File: config.mk
export PLATFORM = sky130hd
export DESIGN_NAME = multiphase_triangle_lfo_flat
export DESIGN_NICKNAME = d
export VERILOG_FILES = /design/src/rtl/core/mtlfo_pkg.sv /design/src/rtl/core/mtlfo_if.sv /design/src/rtl/core/mtlfo_cfg_regs.sv /design/src/rtl/core/mtlfo_ctrl.sv /design/src/rtl/core/mtlfo_dp.sv /design/src/rtl/core/multiphase_triangle_lfo.sv /design/src/flat_wrapper.sv
export VERILOG_INCLUDE_DIRS = /design/src /design/src/rtl/core
export SDC_FILE = /design/constraint.sdc
export NUM_CORES = 2
export LEC_CHECK = 0
export BUFFER_PORTS_ARGS = -buffer_cell sky130_fd_sc_hd__buf_2
export CORE_MARGIN = 2
export CORE_UTILIZATION = 40
export DETAILED_ROUTE_END_ITERATION = 8
export PLACE_DENSITY_LB_ADDON = 0.05
export SYNTH_ARGS = -nofsm -noshare
export SYNTH_HDL_FRONTEND = slang
export SYNTH_SLANG_ARGS = --single-unit
File: constraint.sdc
create_clock -name i_clk -period 10.7 [get_ports i_clk]
set_input_delay 2.14 -clock i_clk [delete_from_list [all_inputs] [get_ports i_clk]]
set_output_delay 2.14 -clock i_clk [all_outputs]
set_load 0.02 [all_outputs]
File: src/rtl/core/multiphase_triangle_lfo_defines.svh
// ----------------------------------------------------------------------------
// Multiphase triangle LFO assertion macros
// Concurrent assertion helpers, removed in synthesis builds.
// ----------------------------------------------------------------------------
`ifndef MULTIPHASE_TRIANGLE_LFO_DEFINES_SVH
`define MULTIPHASE_TRIANGLE_LFO_DEFINES_SVH

`ifndef SYNTHESIS

// same-cycle implication
`define MTLFO_ASSERT_IMP(label, clk, rst_n, ante, cons) \
    label: assert property (@(posedge clk) disable iff (!(rst_n)) (ante) |-> (cons)) \
        else $error("mtlfo: assertion failed");

// next-cycle implication
`define MTLFO_ASSERT_NXT(label, clk, rst_n, ante, cons) \
    label: assert property (@(posedge clk) disable iff (!(rst_n)) (ante) |=> (cons)) \
        else $error("mtlfo: assertion failed");

`else

`define MTLFO_ASSERT_IMP(label, clk, rst_n, ante, cons)
`define MTLFO_ASSERT_NXT(label, clk, rst_n, ante, cons)

`endif

`endif

File: src/rtl/core/mtlfo_pkg.sv
// ----------------------------------------------------------------------------
// Multiphase triangle LFO package
// Widths, constants, register map, controller states and shared types.
// ----------------------------------------------------------------------------
package mtlfo_pkg;

    // field widths
    localparam int VOLT_W     = 17;   // Q4.12 volts
    localparam int DIFF_W     = VOLT_W + 1;
    localparam int BPM_W      = 15;   // Q9.6
    localparam int STEP_W     = 24;
    localparam int PHASE_W    = 32;   // Q0.32 turns
    localparam int COUNT_W    = 5;
    localparam int CH_W       = 4;
    localparam int CFG_IDX_W  = 4;
    localparam int CFG_DATA_W = 24;

    localparam int MAX_CHANNELS_DEF = 16;

    // rate from CV: round(cv * gain / 2^22) + offset
    localparam int RATE_GAIN   = 1638072;   // 24.995 * 2^16
    localparam int RATE_OFFSET = 16003;     // 250.05 * 64
    localparam int RATE_SHIFT  = 22;
    localparam int RATE_ROUND  = 2 ** (RATE_SHIFT - 1);
    localparam int RATE_PROD_W = VOLT_W + 22;
    localparam int BPM_RAW_W   = RATE_PROD_W - RATE_SHIFT + 2;
    localparam int BPM_MAX     = 32767;

    // phase increment = (bpm * step) >> 12
    localparam int INC_SHIFT  = 12;
    localparam int INC_PROD_W = BPM_W + STEP_W;
    localparam int INC_W      = INC_PROD_W - INC_SHIFT;

    // level = lo + round(diff * mag / 2^31)
    localparam int HALF_W      = PHASE_W / 2;
    localparam int PPROD_W     = DIFF_W + HALF_W + 1;
    localparam int ACC_W       = DIFF_W + PHASE_W + 1;
    localparam int LEVEL_SHIFT = PHASE_W - 1;
    localparam logic [ACC_W-1:0] LEVEL_ROUND = ACC_W'(1) << (LEVEL_SHIFT - 1);

    // 2^32 / n, two quotient bits a cycle over a 34-bit dividend
    localparam int DIV_PAIRS  = (PHASE_W + 2) / 2;
    localparam int PREP_CNT_W = $clog2(DIV_PAIRS);
    localparam int PREP_LAST  = DIV_PAIRS - 1;

    // sequencing of the rate datapath inside the divider sweep
    localparam int PREP_RATE_MUL = 0;
    localparam int PREP_BPM      = 1;
    localparam int PREP_INC      = 2;
    localparam int PREP_ADD      = 3;

    typedef enum logic [CFG_IDX_W-1:0] {
        REG_CHANNEL_COUNT = 4'd0,
        REG_RATE_KNOB_BPM = 4'd1,
        REG_MIN_KNOB      = 4'd2,
        REG_MAX_KNOB      = 4'd3,
        REG_USE_RATE_CV   = 4'd4,
        REG_USE_MIN_CV    = 4'd5,
        REG_USE_MAX_CV    = 4'd6,
        REG_STEP_PER_BPM  = 4'd7
    } t_reg_idx;

    localparam logic [COUNT_W-1:0]       RST_CHANNEL_COUNT = 5'd1;
    localparam logic [BPM_W-1:0]         RST_RATE_KNOB_BPM = 15'd7680;
    localparam logic signed [VOLT_W-1:0] RST_MIN_KNOB      = -17'sd20480;
    localparam logic signed [VOLT_W-1:0] RST_MAX_KNOB      = 17'sd20480;
    localparam logic [STEP_W-1:0]        RST_STEP_PER_BPM  = 24'd95443;

    typedef struct packed {
        logic [COUNT_W-1:0]       channel_count;
        logic [BPM_W-1:0]         rate_knob_bpm;
        logic signed [VOLT_W-1:0] min_knob;
        logic signed [VOLT_W-1:0] max_knob;
        logic                     use_rate_cv;
        logic                     use_min_cv;
        logic                     use_max_cv;
        logic [STEP_W-1:0]        step_per_bpm;
    } t_cfg;

    typedef enum logic [5:0] {
        S_IDLE = 6'b000001,
        S_PREP = 6'b000010,
        S_PH   = 6'b000100,
        S_MLO  = 6'b001000,
        S_MHI  = 6'b010000,
        S_FIN  = 6'b100000
    } t_state;

    typedef struct packed {
        logic start;      // latch item, clear channel walk and divider
        logic div_step;   // two quotient bits
        logic div_first;  // top dividend pair
        logic rate_mul;
        logic bpm_sel;
        logic inc_mul;
        logic phase_add;
        logic mag;
        logic mlo;
        logic mhi;
        logic load_out;   // output register takes the level, walk advances
    } t_cmd;

    typedef struct packed {
        logic n_zero;
        logic last_ch;
        logic out_free;
    } t_sts;

    // one restoring division step: returns {quotient bit, remainder}
    function automatic logic [COUNT_W:0] div_step(input logic [COUNT_W-1:0] rem,
                                                   input logic dbit,
                                                   input logic [COUNT_W-1:0] dvs);
        logic [COUNT_W:0] t;
        logic [COUNT_W:0] d;
        t = {rem, dbit};
        d = {1'b0, dvs};
        if (t >= d) begin
            return {1'b1, COUNT_W'(t - d)};
        end
        return {1'b0, t[COUNT_W-1:0]};
    endfunction

endpackage

File: src/rtl/core/mtlfo_if.sv
// ----------------------------------------------------------------------------
// Multiphase triangle LFO channel interfaces
// Valid/ready channels for sample ticks, levels and register writes.
// ----------------------------------------------------------------------------
interface mtlfo_in_if;
    logic                                      valid;
    logic                                      ready;
    logic signed [mtlfo_pkg::VOLT_W-1:0]       rate_cv;
    logic signed [mtlfo_pkg::VOLT_W-1:0]       min_cv;
    logic signed [mtlfo_pkg::VOLT_W-1:0]       max_cv;

    modport source (output valid, rate_cv, min_cv, max_cv, input ready);
    modport sink   (input valid, rate_cv, min_cv, max_cv, output ready);
endinterface

interface mtlfo_out_if;
    logic                                valid;
    logic                                ready;
    logic [mtlfo_pkg::CH_W-1:0]          channel;
    logic signed [mtlfo_pkg::VOLT_W-1:0] level;
    logic                                last;

    modport source (output valid, channel, level, last, input ready);
    modport sink   (input valid, channel, level, last, output ready);
endinterface

interface mtlfo_cfg_if;
    logic                                valid;
    logic                                ready;
    logic [mtlfo_pkg::CFG_IDX_W-1:0]     index;
    logic [mtlfo_pkg::CFG_DATA_W-1:0]    data;

    modport source (output valid, index, data, input ready);
    modport sink   (input valid, index, data, output ready);
endinterface

File: src/rtl/core/mtlfo_cfg_regs.sv
// ----------------------------------------------------------------------------
// Multiphase triangle LFO configuration registers
// Register file written through the configuration channel.
// ----------------------------------------------------------------------------
module mtlfo_cfg_regs (
    input  logic                               i_clk,
    input  logic                               i_rst_n,
    input  logic                               i_wr_en,
    input  logic [mtlfo_pkg::CFG_IDX_W-1:0]    i_wr_index,
    input  logic [mtlfo_pkg::CFG_DATA_W-1:0]   i_wr_data,
    output mtlfo_pkg::t_cfg                    o_cfg
);

    mtlfo_pkg::t_cfg r_cfg;

    always_ff @(posedge i_clk) begin
        if (!i_rst_n) begin
            r_cfg.channel_count <= mtlfo_pkg::RST_CHANNEL_COUNT;
            r_cfg.rate_knob_bpm <= mtlfo_pkg::RST_RATE_KNOB_BPM;
            r_cfg.min_knob      <= mtlfo_pkg::RST_MIN_KNOB;
            r_cfg.max_knob      <= mtlfo_pkg::RST_MAX_KNOB;
            r_cfg.use_rate_cv   <= 1'b0;
            r_cfg.use_min_cv    <= 1'b0;
            r_cfg.use_max_cv    <= 1'b0;
            r_cfg.step_per_bpm  <= mtlfo_pkg::RST_STEP_PER_BPM;
        end else if (i_wr_en) begin
            unique case (mtlfo_pkg::t_reg_idx'(i_wr_index))
                mtlfo_pkg::REG_CHANNEL_COUNT: begin
                    r_cfg.channel_count <= i_wr_data[mtlfo_pkg::COUNT_W-1:0];
                end
                mtlfo_pkg::REG_RATE_KNOB_BPM: begin
                    r_cfg.rate_knob_bpm <= i_wr_data[mtlfo_pkg::BPM_W-1:0];
                end
                mtlfo_pkg::REG_MIN_KNOB: begin
                    r_cfg.min_knob <= $signed(i_wr_data[mtlfo_pkg::VOLT_W-1:0]);
                end
                mtlfo_pkg::REG_MAX_KNOB: begin
                    r_cfg.max_knob <= $signed(i_wr_data[mtlfo_pkg::VOLT_W-1:0]);
                end
                mtlfo_pkg::REG_USE_RATE_CV: begin
                    r_cfg.use_rate_cv <= i_wr_data[0];
                end
                mtlfo_pkg::REG_USE_MIN_CV: begin
                    r_cfg.use_min_cv <= i_wr_data[0];
                end
                mtlfo_pkg::REG_USE_MAX_CV: begin
                    r_cfg.use_max_cv <= i_wr_data[0];
                end
                mtlfo_pkg::REG_STEP_PER_BPM: begin
                    r_cfg.step_per_bpm <= i_wr_data[mtlfo_pkg::STEP_W-1:0];
                end
                default: begin
                    // unmapped index: write dropped
                end
            endcase
        end
    end

    assign o_cfg = r_cfg;

endmodule

File: src/rtl/core/mtlfo_ctrl.sv
// ----------------------------------------------------------------------------
// Multiphase triangle LFO controller
// Sequences the rate/divider sweep and the per-channel level steps.
// ----------------------------------------------------------------------------
`include "multiphase_triangle_lfo_defines.svh"

module mtlfo_ctrl (
    input  logic              i_clk,
    input  logic              i_rst_n,
    input  logic              i_in_valid,
    output logic              o_in_ready,
    input  mtlfo_pkg::t_sts   i_sts,
    output mtlfo_pkg::t_cmd   o_cmd
);

    localparam int CW = mtlfo_pkg::PREP_CNT_W;

    mtlfo_pkg::t_state r_state, n_state;
    logic [CW-1:0]     r_cnt, n_cnt;

    always_comb begin
        n_state = r_state;
        n_cnt   = r_cnt;
        o_cmd   = '0;
        unique case (r_state)
            mtlfo_pkg::S_IDLE: begin
                if (i_in_valid) begin
                    o_cmd.start = 1'b1;
                    n_cnt       = '0;
                    n_state     = mtlfo_pkg::S_PREP;
                end
            end
            mtlfo_pkg::S_PREP: begin
                // divider runs every cycle; the rate path rides along early on
                o_cmd.div_step  = 1'b1;
                o_cmd.div_first = (r_cnt == CW'(0));
                o_cmd.rate_mul  = (r_cnt == CW'(mtlfo_pkg::PREP_RATE_MUL));
                o_cmd.bpm_sel   = (r_cnt == CW'(mtlfo_pkg::PREP_BPM));
                o_cmd.inc_mul   = (r_cnt == CW'(mtlfo_pkg::PREP_INC));
                o_cmd.phase_add = (r_cnt == CW'(mtlfo_pkg::PREP_ADD));
                if (r_cnt == CW'(mtlfo_pkg::PREP_LAST)) begin
                    n_state = i_sts.n_zero ? mtlfo_pkg::S_IDLE : mtlfo_pkg::S_PH;
                end else begin
                    n_cnt = r_cnt + CW'(1);
                end
            end
            mtlfo_pkg::S_PH: begin
                o_cmd.mag = 1'b1;
                n_state   = mtlfo_pkg::S_MLO;
            end
            mtlfo_pkg::S_MLO: begin
                o_cmd.mlo = 1'b1;
                n_state   = mtlfo_pkg::S_MHI;
            end
            mtlfo_pkg::S_MHI: begin
                o_cmd.mhi = 1'b1;
                n_state   = mtlfo_pkg::S_FIN;
            end
            mtlfo_pkg::S_FIN: begin
                if (i_sts.out_free) begin
                    o_cmd.load_out = 1'b1;
                    n_state = i_sts.last_ch ? mtlfo_pkg::S_IDLE : mtlfo_pkg::S_PH;
                end
            end
            default: begin
                n_state = mtlfo_pkg::S_IDLE;
            end
        endcase
    end

    always_ff @(posedge i_clk) begin
        if (!i_rst_n) begin
            r_state <= mtlfo_pkg::S_IDLE;
            r_cnt   <= '0;
        end else begin
            r_state <= n_state;
            r_cnt   <= n_cnt;
        end
    end

    assign o_in_ready = (r_state == mtlfo_pkg::S_IDLE);

    `MTLFO_ASSERT_NXT(a_last_level_ends_item, i_clk, i_rst_n,
        o_cmd.load_out && i_sts.last_ch, r_state == mtlfo_pkg::S_IDLE)
    `MTLFO_ASSERT_NXT(a_zero_channels_skip, i_clk, i_rst_n,
        o_cmd.div_step && (r_cnt == CW'(mtlfo_pkg::PREP_LAST)) && i_sts.n_zero,
        r_state == mtlfo_pkg::S_IDLE)

endmodule

File: src/rtl/core/mtlfo_dp.sv
// ----------------------------------------------------------------------------
// Multiphase triangle LFO datapath
// Rate, phase accumulator, channel offset divider and level arithmetic.
// ----------------------------------------------------------------------------
`include "multiphase_triangle_lfo_defines.svh"

module mtlfo_dp #(
    parameter int MAX_CHANNELS = mtlfo_pkg::MAX_CHANNELS_DEF
) (
    input  logic                                i_clk,
    input  logic                                i_rst_n,
    input  mtlfo_pkg::t_cfg                     i_cfg,
    input  mtlfo_pkg::t_cmd                     i_cmd,
    output mtlfo_pkg::t_sts                     o_sts,
    input  logic signed [mtlfo_pkg::VOLT_W-1:0] i_rate_cv,
    input  logic signed [mtlfo_pkg::VOLT_W-1:0] i_min_cv,
    input  logic signed [mtlfo_pkg::VOLT_W-1:0] i_max_cv,
    output logic                                o_out_valid,
    input  logic                                i_out_ready,
    output logic [mtlfo_pkg::CH_W-1:0]          o_channel,
    output logic signed [mtlfo_pkg::VOLT_W-1:0] o_level,
    output logic                                o_last
);

    localparam int VW  = mtlfo_pkg::VOLT_W;
    localparam int DW  = mtlfo_pkg::DIFF_W;
    localparam int NW  = mtlfo_pkg::COUNT_W;
    localparam int PW  = mtlfo_pkg::PHASE_W;
    localparam int HW  = mtlfo_pkg::HALF_W;
    localparam int AW  = mtlfo_pkg::ACC_W;
    localparam int RPW = mtlfo_pkg::RATE_PROD_W;
    localparam int BRW = mtlfo_pkg::BPM_RAW_W;
    localparam int IPW = mtlfo_pkg::INC_PROD_W;
    localparam int BW  = mtlfo_pkg::BPM_W;

    // item registers
    logic signed [VW-1:0]  r_rate_cv;
    logic signed [VW-1:0]  r_lo;
    logic signed [DW-1:0]  r_diff;

    // rate path
    logic signed [RPW-1:0] r_rate_prod;
    logic [BW-1:0]         r_bpm;
    logic [mtlfo_pkg::INC_W-1:0] r_inc;
    logic [PW-1:0]         r_base;

    // 2^32 / n
    logic [NW-1:0]         r_drem;
    logic [PW-1:0]         r_quot;

    // channel walk
    logic [NW-1:0]         r_ch;
    logic [PW-1:0]         r_off;
    logic [NW-1:0]         r_racc;
    logic [PW-1:0]         r_mag;
    logic signed [AW-1:0]  r_acc;

    // output register
    logic                  r_out_valid;
    logic [mtlfo_pkg::CH_W-1:0] r_out_channel;
    logic signed [VW-1:0]  r_out_level;
    logic                  r_out_last;

    logic [NW-1:0]         w_n;
    logic signed [VW-1:0]  w_lo_sel;
    logic signed [VW-1:0]  w_hi_sel;
    logic signed [RPW-1:0] w_rate_round;
    logic signed [BRW-1:0] w_bpm_raw;
    logic [BW-1:0]         w_bpm_cv;
    logic [IPW-1:0]        w_inc_prod;
    logic [1:0]            w_dpair;
    logic [NW:0]           w_ds1;
    logic [NW:0]           w_ds2;
    logic [NW:0]           w_racc_sum;
    logic                  w_racc_wrap;
    logic [PW-1:0]         w_p;
    logic signed [HW:0]    w_mag_lo;
    logic signed [HW:0]    w_mag_hi;
    logic signed [mtlfo_pkg::PPROD_W-1:0] w_prod_lo;
    logic signed [mtlfo_pkg::PPROD_W-1:0] w_prod_hi;
    logic signed [AW-1:0]  w_acc_rnd;
    logic signed [VW-1:0]  w_level;

    always_comb begin
        if (int'(i_cfg.channel_count) > MAX_CHANNELS) begin
            w_n = NW'(MAX_CHANNELS);
        end else begin
            w_n = i_cfg.channel_count;
        end
    end

    assign w_lo_sel = i_cfg.use_min_cv ? i_min_cv : i_cfg.min_knob;
    assign w_hi_sel = i_cfg.use_max_cv ? i_max_cv : i_cfg.max_knob;

    // bpm from CV, floor after adding half an LSB
    assign w_rate_round = r_rate_prod + RPW'(mtlfo_pkg::RATE_ROUND);
    assign w_bpm_raw = BRW'($signed(w_rate_round[RPW-1:mtlfo_pkg::RATE_SHIFT]))
                     + BRW'(mtlfo_pkg::RATE_OFFSET);

    always_comb begin
        if (w_bpm_raw[BRW-1]) begin
            w_bpm_cv = '0;
        end else if (w_bpm_raw > BRW'(mtlfo_pkg::BPM_MAX)) begin
            w_bpm_cv = BW'(mtlfo_pkg::BPM_MAX);
        end else begin
            w_bpm_cv = w_bpm_raw[BW-1:0];
        end
    end

    assign w_inc_prod = IPW'(r_bpm) * IPW'(i_cfg.step_per_bpm);

    // dividend is 2^32: only the first pair carries a one
    assign w_dpair = i_cmd.div_first ? 2'b01 : 2'b00;
    assign w_ds1   = mtlfo_pkg::div_step(r_drem, w_dpair[1], w_n);
    assign w_ds2   = mtlfo_pkg::div_step(w_ds1[NW-1:0], w_dpair[0], w_n);

    // offset_i = floor(i * 2^32 / n), kept as quotient plus running remainder
    assign w_racc_sum  = {1'b0, r_racc} + {1'b0, r_drem};
    assign w_racc_wrap = (w_racc_sum >= {1'b0, w_n});

    assign w_p      = r_base + r_off;
    assign w_mag_lo = $signed({1'b0, r_mag[HW-1:0]});
    assign w_mag_hi = $signed({1'b0, r_mag[PW-1:HW]});
    assign w_prod_lo = r_diff * w_mag_lo;
    assign w_prod_hi = r_diff * w_mag_hi;

    assign w_acc_rnd = r_acc + $signed(mtlfo_pkg::LEVEL_ROUND);
    assign w_level   = r_lo + VW'(w_acc_rnd >>> mtlfo_pkg::LEVEL_SHIFT);

    always_ff @(posedge i_clk) begin
        if (i_cmd.start) begin
            r_rate_cv <= i_rate_cv;
            r_lo      <= w_lo_sel;
            r_diff    <= DW'(w_hi_sel) - DW'(w_lo_sel);
            r_drem    <= '0;
            r_ch      <= '0;
            r_off     <= '0;
            r_racc    <= '0;
        end
        if (i_cmd.div_step) begin
            r_drem <= w_ds2[NW-1:0];
            r_quot <= {r_quot[PW-3:0], w_ds1[NW], w_ds2[NW]};
        end
        if (i_cmd.rate_mul) begin
            r_rate_prod <= RPW'(r_rate_cv) * RPW'(mtlfo_pkg::RATE_GAIN);
        end
        if (i_cmd.bpm_sel) begin
            r_bpm <= i_cfg.use_rate_cv ? w_bpm_cv : i_cfg.rate_knob_bpm;
        end
        if (i_cmd.inc_mul) begin
            r_inc <= w_inc_prod[IPW-1:mtlfo_pkg::INC_SHIFT];
        end
        if (i_cmd.mag) begin
            // -2^31 negates to itself, which is the right magnitude
            r_mag <= w_p[PW-1] ? (~w_p + PW'(1)) : w_p;
        end
        if (i_cmd.mlo) begin
            r_acc <= AW'(w_prod_lo);
        end
        if (i_cmd.mhi) begin
            r_acc <= r_acc + (AW'(w_prod_hi) <<< HW);
        end
        if (i_cmd.load_out) begin
            r_out_channel <= r_ch[mtlfo_pkg::CH_W-1:0];
            r_out_level   <= w_level;
            r_out_last    <= o_sts.last_ch;
            r_ch          <= r_ch + NW'(1);
            r_off         <= r_off + r_quot + PW'(w_racc_wrap);
            r_racc        <= w_racc_wrap ? NW'(w_racc_sum - {1'b0, w_n})
                                         : w_racc_sum[NW-1:0];
        end
    end

    always_ff @(posedge i_clk) begin
        if (!i_rst_n) begin
            r_base      <= '0;
            r_out_valid <= 1'b0;
        end else begin
            if (i_cmd.phase_add) begin
                r_base <= r_base + PW'(r_inc);
            end
            if (i_cmd.load_out) begin
                r_out_valid <= 1'b1;
            end else if (i_out_ready) begin
                r_out_valid <= 1'b0;
            end
        end
    end

    assign o_sts.n_zero   = (w_n == '0);
    assign o_sts.last_ch  = (({1'b0, r_ch} + (NW + 1)'(1)) == {1'b0, w_n});
    assign o_sts.out_free = !r_out_valid || i_out_ready;

    assign o_out_valid = r_out_valid;
    assign o_channel   = r_out_channel;
    assign o_level     = r_out_level;
    assign o_last      = r_out_last;

    `MTLFO_ASSERT_IMP(a_offset_rem_below_n, i_clk, i_rst_n,
        i_cmd.load_out, r_racc < w_n)
    `MTLFO_ASSERT_NXT(a_div_rem_below_n, i_clk, i_rst_n,
        i_cmd.div_step && (w_n != '0), r_drem < w_n)

endmodule

File: src/rtl/core/multiphase_triangle_lfo.sv
// ----------------------------------------------------------------------------
// Multiphase triangle LFO
// Phase-accumulator LFO emitting one triangle level per channel and tick.
// ----------------------------------------------------------------------------
//  port    dir  role                  payload
//  i_in    in   sample tick           rate_cv, min_cv, max_cv (Q4.12)
//  o_out   out  level per channel     channel, level (Q4.12), last
//  i_cfg   in   register write        index, data
//
//  An item is accepted, then the 2^32/n divider runs (two bits a cycle; the
//  rate multiply and phase add run alongside), then each channel steps through
//  magnitude, low and high halves of the split 18x16 multiply, and output load.
//  Output back-pressure stretches only the final step of each channel.
//  Reset is synchronous: config registers take their reset values, phase goes to 0.
//  Register writes are always ready.
// ----------------------------------------------------------------------------
module multiphase_triangle_lfo #(
    parameter int MAX_CHANNELS = mtlfo_pkg::MAX_CHANNELS_DEF
) (
    input  logic        i_clk,
    input  logic        i_rst_n,
    mtlfo_in_if.sink    i_in,
    mtlfo_out_if.source o_out,
    mtlfo_cfg_if.sink   i_cfg
);

    mtlfo_pkg::t_cfg w_cfg;
    mtlfo_pkg::t_cmd w_cmd;
    mtlfo_pkg::t_sts w_sts;
    logic            w_in_ready;

    assign i_cfg.ready = 1'b1;
    assign i_in.ready  = w_in_ready;

    mtlfo_cfg_regs u_cfg_regs (
        .i_clk      (i_clk),
        .i_rst_n    (i_rst_n),
        .i_wr_en    (i_cfg.valid),
        .i_wr_index (i_cfg.index),
        .i_wr_data  (i_cfg.data),
        .o_cfg      (w_cfg)
    );

    mtlfo_ctrl u_ctrl (
        .i_clk      (i_clk),
        .i_rst_n    (i_rst_n),
        .i_in_valid (i_in.valid),
        .o_in_ready (w_in_ready),
        .i_sts      (w_sts),
        .o_cmd      (w_cmd)
    );

    mtlfo_dp #(
        .MAX_CHANNELS (MAX_CHANNELS)
    ) u_dp (
        .i_clk       (i_clk),
        .i_rst_n     (i_rst_n),
        .i_cfg       (w_cfg),
        .i_cmd       (w_cmd),
        .o_sts       (w_sts),
        .i_rate_cv   (i_in.rate_cv),
        .i_min_cv    (i_in.min_cv),
        .i_max_cv    (i_in.max_cv),
        .o_out_valid (o_out.valid),
        .i_out_ready (o_out.ready),
        .o_channel   (o_out.channel),
        .o_level     (o_out.level),
        .o_last      (o_out.last)
    );

endmodule
File: src/flat_wrapper.sv
// flat-port wrapper written by rule: the top's interface ports become plain ports
module multiphase_triangle_lfo_flat 
#(
    parameter int MAX_CHANNELS = mtlfo_pkg::MAX_CHANNELS_DEF
)
  (i_clk, i_rst_n, i_in_valid, i_in_rate_cv, i_in_min_cv, i_in_max_cv, i_in_ready, o_out_valid, o_out_channel, o_out_level, o_out_last, o_out_ready, i_cfg_valid, i_cfg_index, i_cfg_data, i_cfg_ready);
  mtlfo_in_if i_in_i ();
  mtlfo_out_if o_out_i ();
  mtlfo_cfg_if i_cfg_i ();
  input  logic i_clk;
  input  logic i_rst_n;
  input wire logic [$bits(i_in_i.valid)-1:0] i_in_valid;
  input wire logic [$bits(i_in_i.rate_cv)-1:0] i_in_rate_cv;
  input wire logic [$bits(i_in_i.min_cv)-1:0] i_in_min_cv;
  input wire logic [$bits(i_in_i.max_cv)-1:0] i_in_max_cv;
  output wire logic [$bits(i_in_i.ready)-1:0] i_in_ready;
  output wire logic [$bits(o_out_i.valid)-1:0] o_out_valid;
  output wire logic [$bits(o_out_i.channel)-1:0] o_out_channel;
  output wire logic [$bits(o_out_i.level)-1:0] o_out_level;
  output wire logic [$bits(o_out_i.last)-1:0] o_out_last;
  input wire logic [$bits(o_out_i.ready)-1:0] o_out_ready;
  input wire logic [$bits(i_cfg_i.valid)-1:0] i_cfg_valid;
  input wire logic [$bits(i_cfg_i.index)-1:0] i_cfg_index;
  input wire logic [$bits(i_cfg_i.data)-1:0] i_cfg_data;
  output wire logic [$bits(i_cfg_i.ready)-1:0] i_cfg_ready;
  assign i_in_i.valid = i_in_valid;
  assign i_in_i.rate_cv = i_in_rate_cv;
  assign i_in_i.min_cv = i_in_min_cv;
  assign i_in_i.max_cv = i_in_max_cv;
  assign i_in_ready = i_in_i.ready;
  assign o_out_valid = o_out_i.valid;
  assign o_out_channel = o_out_i.channel;
  assign o_out_level = o_out_i.level;
  assign o_out_last = o_out_i.last;
  assign o_out_i.ready = o_out_ready;
  assign i_cfg_i.valid = i_cfg_valid;
  assign i_cfg_i.index = i_cfg_index;
  assign i_cfg_i.data = i_cfg_data;
  assign i_cfg_ready = i_cfg_i.ready;
  multiphase_triangle_lfo #(.MAX_CHANNELS(MAX_CHANNELS)) u_core (.i_clk(i_clk), .i_rst_n(i_rst_n), .i_in(i_in_i), .o_out(o_out_i), .i_cfg(i_cfg_i));
endmodule
==> metrics <==
CP startpoint kind register; die area about 160000 um2; biggest area consumer among synthesized cells fa_1; Root Buffer clkbuf_16; Netlist cell types 98; Critical Path AT 9.70 ns; Rows between 100 and 150; Initial Util 40.24%; Routed WL 170.9 mm; Crit Path Max Fanout 18; GRT Total Usage 22.27%; worst stage delay on the critical path 0.90 ns; CP max stage cell a2111oi_0; Rel. slew slack between 20% and 30%; via count 42.88k; residual DRC count 0; synthesis-stage register bit count 402; Ys Warns 0; clk_skew approximately 0.04 ns; Yosys top cell area share 32.07%; Routed WL per cell around 20 um; grt total ovfl 0; EDFF count, synth between 200 and 300; multi-input logic area ~45000 um2; Slew Viols, Final 0; Hold Vio Cnt, Final 0; Die Wd just under 400 um; CP Class reg2reg; DRT antenna net count 0; share of cells above drive strength 1 around 5.2%; fin crit share between 80 and 90%; Area growth syn-to-layout 7.709%; Setup violations, final 0; DR iter-0 viols roughly 2.2k; TritonCTS Buffers 56; RSZ-0062 raised after global routing false; largest net degree at the start of global routing 85; ranking of synthesized cells by area fa_1 (32%), edfxtp_1 (14%), ha_1 (12%); number of gates resized after cts 0; worst hold start u_core.u_dp.r_quot[23]; via/cell ratio ~5; Core Area 151700 um2; Port Buffers 107; reg2reg path depth 31; TritonCTS clock tree built; first-pass GRT wire length roughly 270 mm; Gate Count Post-Synth 6473; crit end category register; status completed; worst skew pair latency about 0.7 ns; f_max between 0.1 and 0.15 GHz; H-tree depth 2; hold slack roughly 0.46 ns; Max Cap Violations 0; DRT Pass-1 Iters 5; total clock sinks between 400 and 500; Worst R2R Start u_core.u_dp.r_mag[18]; Worst Tran Pin Value approximately 1.1 ns; initial antenna violation count 5; gpl congestion between 0.8 and 0.9; Required @ worst endpoint between 10 and 15 ns; CP startpoint u_core.u_dp.r_mag[18]; placed instance count around 8.5k; Fillers 15.18k; Reg clk slew, reported paths roughly 0.070 ns; Tmin final ~9.3 ns; fraction of registers with async set/reset 0%; register area share after synthesis roughly 18%; CTS Hold Bufs 0; Hold WC Path Type reg2reg; Max clock buf depth 3; non-filler cells, final around 8.6k; Setup TNS 0 ns; top_reg_cell synth edfxtp_1; syn_area_per_cell about 9.4 um2; final layout net count between 8k and 9k; Hold Path Cell Cnt 0; CP most frequent cell fa_1; Setup Buffers After CTS 0; net count after synthesis between 8k and 9k; die height 394.7 um; Post-Syn Area approximately 60000 um2; FF/Latch Area roughly 11000 um2; # IOs roughly 110; placed wire-length estimate 136.7 mm; vias in the first global route between 40k and 50k
-- Yosys cell counts (17+ instances only) --
| library cell | count |
|---|---|
| inv_1 | 1240 |
| nand2_1 | 826 |
| dfxtp_1 | 125 |
| fa_1 | 978 |
| xor2_1 | 123 |
| mux2i_1 | 38 |
| nor2b_1 | 37 |
| o21a_1 | 38 |
| clkbuf_1 | 214 |
| a211oi_1 | 23 |
| o21ai_0 | 137 |
| and2_1 | 449 |
| mux2_2 | 17 |
| o21bai_1 | 34 |
| xnor2_1 | 202 |
| nand2b_1 | 35 |
| a21o_1 | 103 |
| a21oi_1 | 208 |
| and3_1 | 28 |
| o211ai_1 | 22 |
| nor3_1 | 53 |
| a21boi_0 | 64 |
| edfxtp_1 | 277 |
| nor2_1 | 235 |
| a31oi_1 | 19 |
| nand3_1 | 87 |
| nand4_1 | 22 |
| ha_1 | 605 |
-- routing by layer --
layer	global-route usage (%)	vias to the layer above	part of all wire (%)
li1	-	20440	-
met1	29.89	21630	45
met2	38.93	650	50
met3	1.978	161	3.1
met4	4.969	4	2.3
met5	0	-	0.015
-- cells by family (layout without fill, tap and decap cells) --
logic type      after synthesis  in the layout  share of synthesized area (%)
mux                          56             56                         0.9549
xor+xnor                    327            327                          4.725
compound gates              767            767                          8.283
buf+inv                    1464           1530                          9.016
flops                       402            402                          17.72
simple gates               1873           1873                          14.83
other cells                   1              5                       0.006142
fa+ha+maj                  1583           1583                          44.46
-- cell type report --
cell class	instances	area share, %
Tap cell	2030	3.862
Antenna cell	4	0.01522
Sequential cell	402	16.45
Clock inverter	31	0.5156
Multi-Input combinational cell	4607	68.04
Timing Repair Buffer	183	1.686
Inverter	1241	7.083
Clock buffer	75	2.348
-- layout by cell type, fill, tap and decap left out, drive strengths merged, types with 87 or more instances in the layout --
cell type     n
buf         183
o21ai       143
xnor2       203
nand2       827
ha          605
a21oi       209
nand3        87
dfxtp       125
a21o        103
and2        450
inv        1247
nor2        237
edfxtp      277
xor2        123
fa          978
-- flip-flops by register name, indices dropped and copies added, names as in the netlist, 6 cells and up --
register	cells
u_core.u_dp.r_bpm	15
u_core.u_dp.r_quot	32
u_core.u_dp.r_base	32
u_core.u_dp.r_inc	27
u_core.u_dp.r_lo	17
u_core.u_dp.r_acc	32
u_core.u_ctrl.r_state	6
u_core.u_dp.o_level	17
u_core.u_dp.r_diff	18
u_core.u_cfg_regs.o_cfg	81
u_core.u_dp.r_mag	32
u_core.u_dp.r_off	32
u_core.u_dp.r_rate_cv	17
u_core.u_dp.r_rate_prod	18
-- worst max-delay path: cells and delay by family (launching register included) --
family | cells | cell delay [ns]
XOR/XNOR | 2 | 0.56
AO/OA/AOI/OAI | 14 | 3.41
AND/OR/NAND/NOR | 3 | 0.46
adder cells (fa/ha/maj) | 8 | 3.64
flip-flops | 1 | 0.75
buffers and inverters | 4 | 0.19
-- per-stage QoR --
step                      util, %  worst slack [ns]  cell area [um2]
after detailed placement    42.10             1.441            63870
final                       43.35             1.415            65770
after global routing        43.34            0.7097            65760
after global placement      42.10             1.471            63870
after CTS                   43.34             1.356            65760
after floorplan                 -             2.620            61060
-- worst paths after layout --
path	to	slack, ns
worst max-delay path	u_core.u_dp.r_acc[47]	1.41
worst min-delay path	u_core.u_dp.r_quot[25]	0.46
worst max register to register	u_core.u_dp.r_acc[47]	1.41
worst min register to register	u_core.u_dp.r_quot[25]	0.46
Power is left out: the tool's default activity adds up to more than one toggle a clock period on the data nets, which glitch-free logic cannot reach.
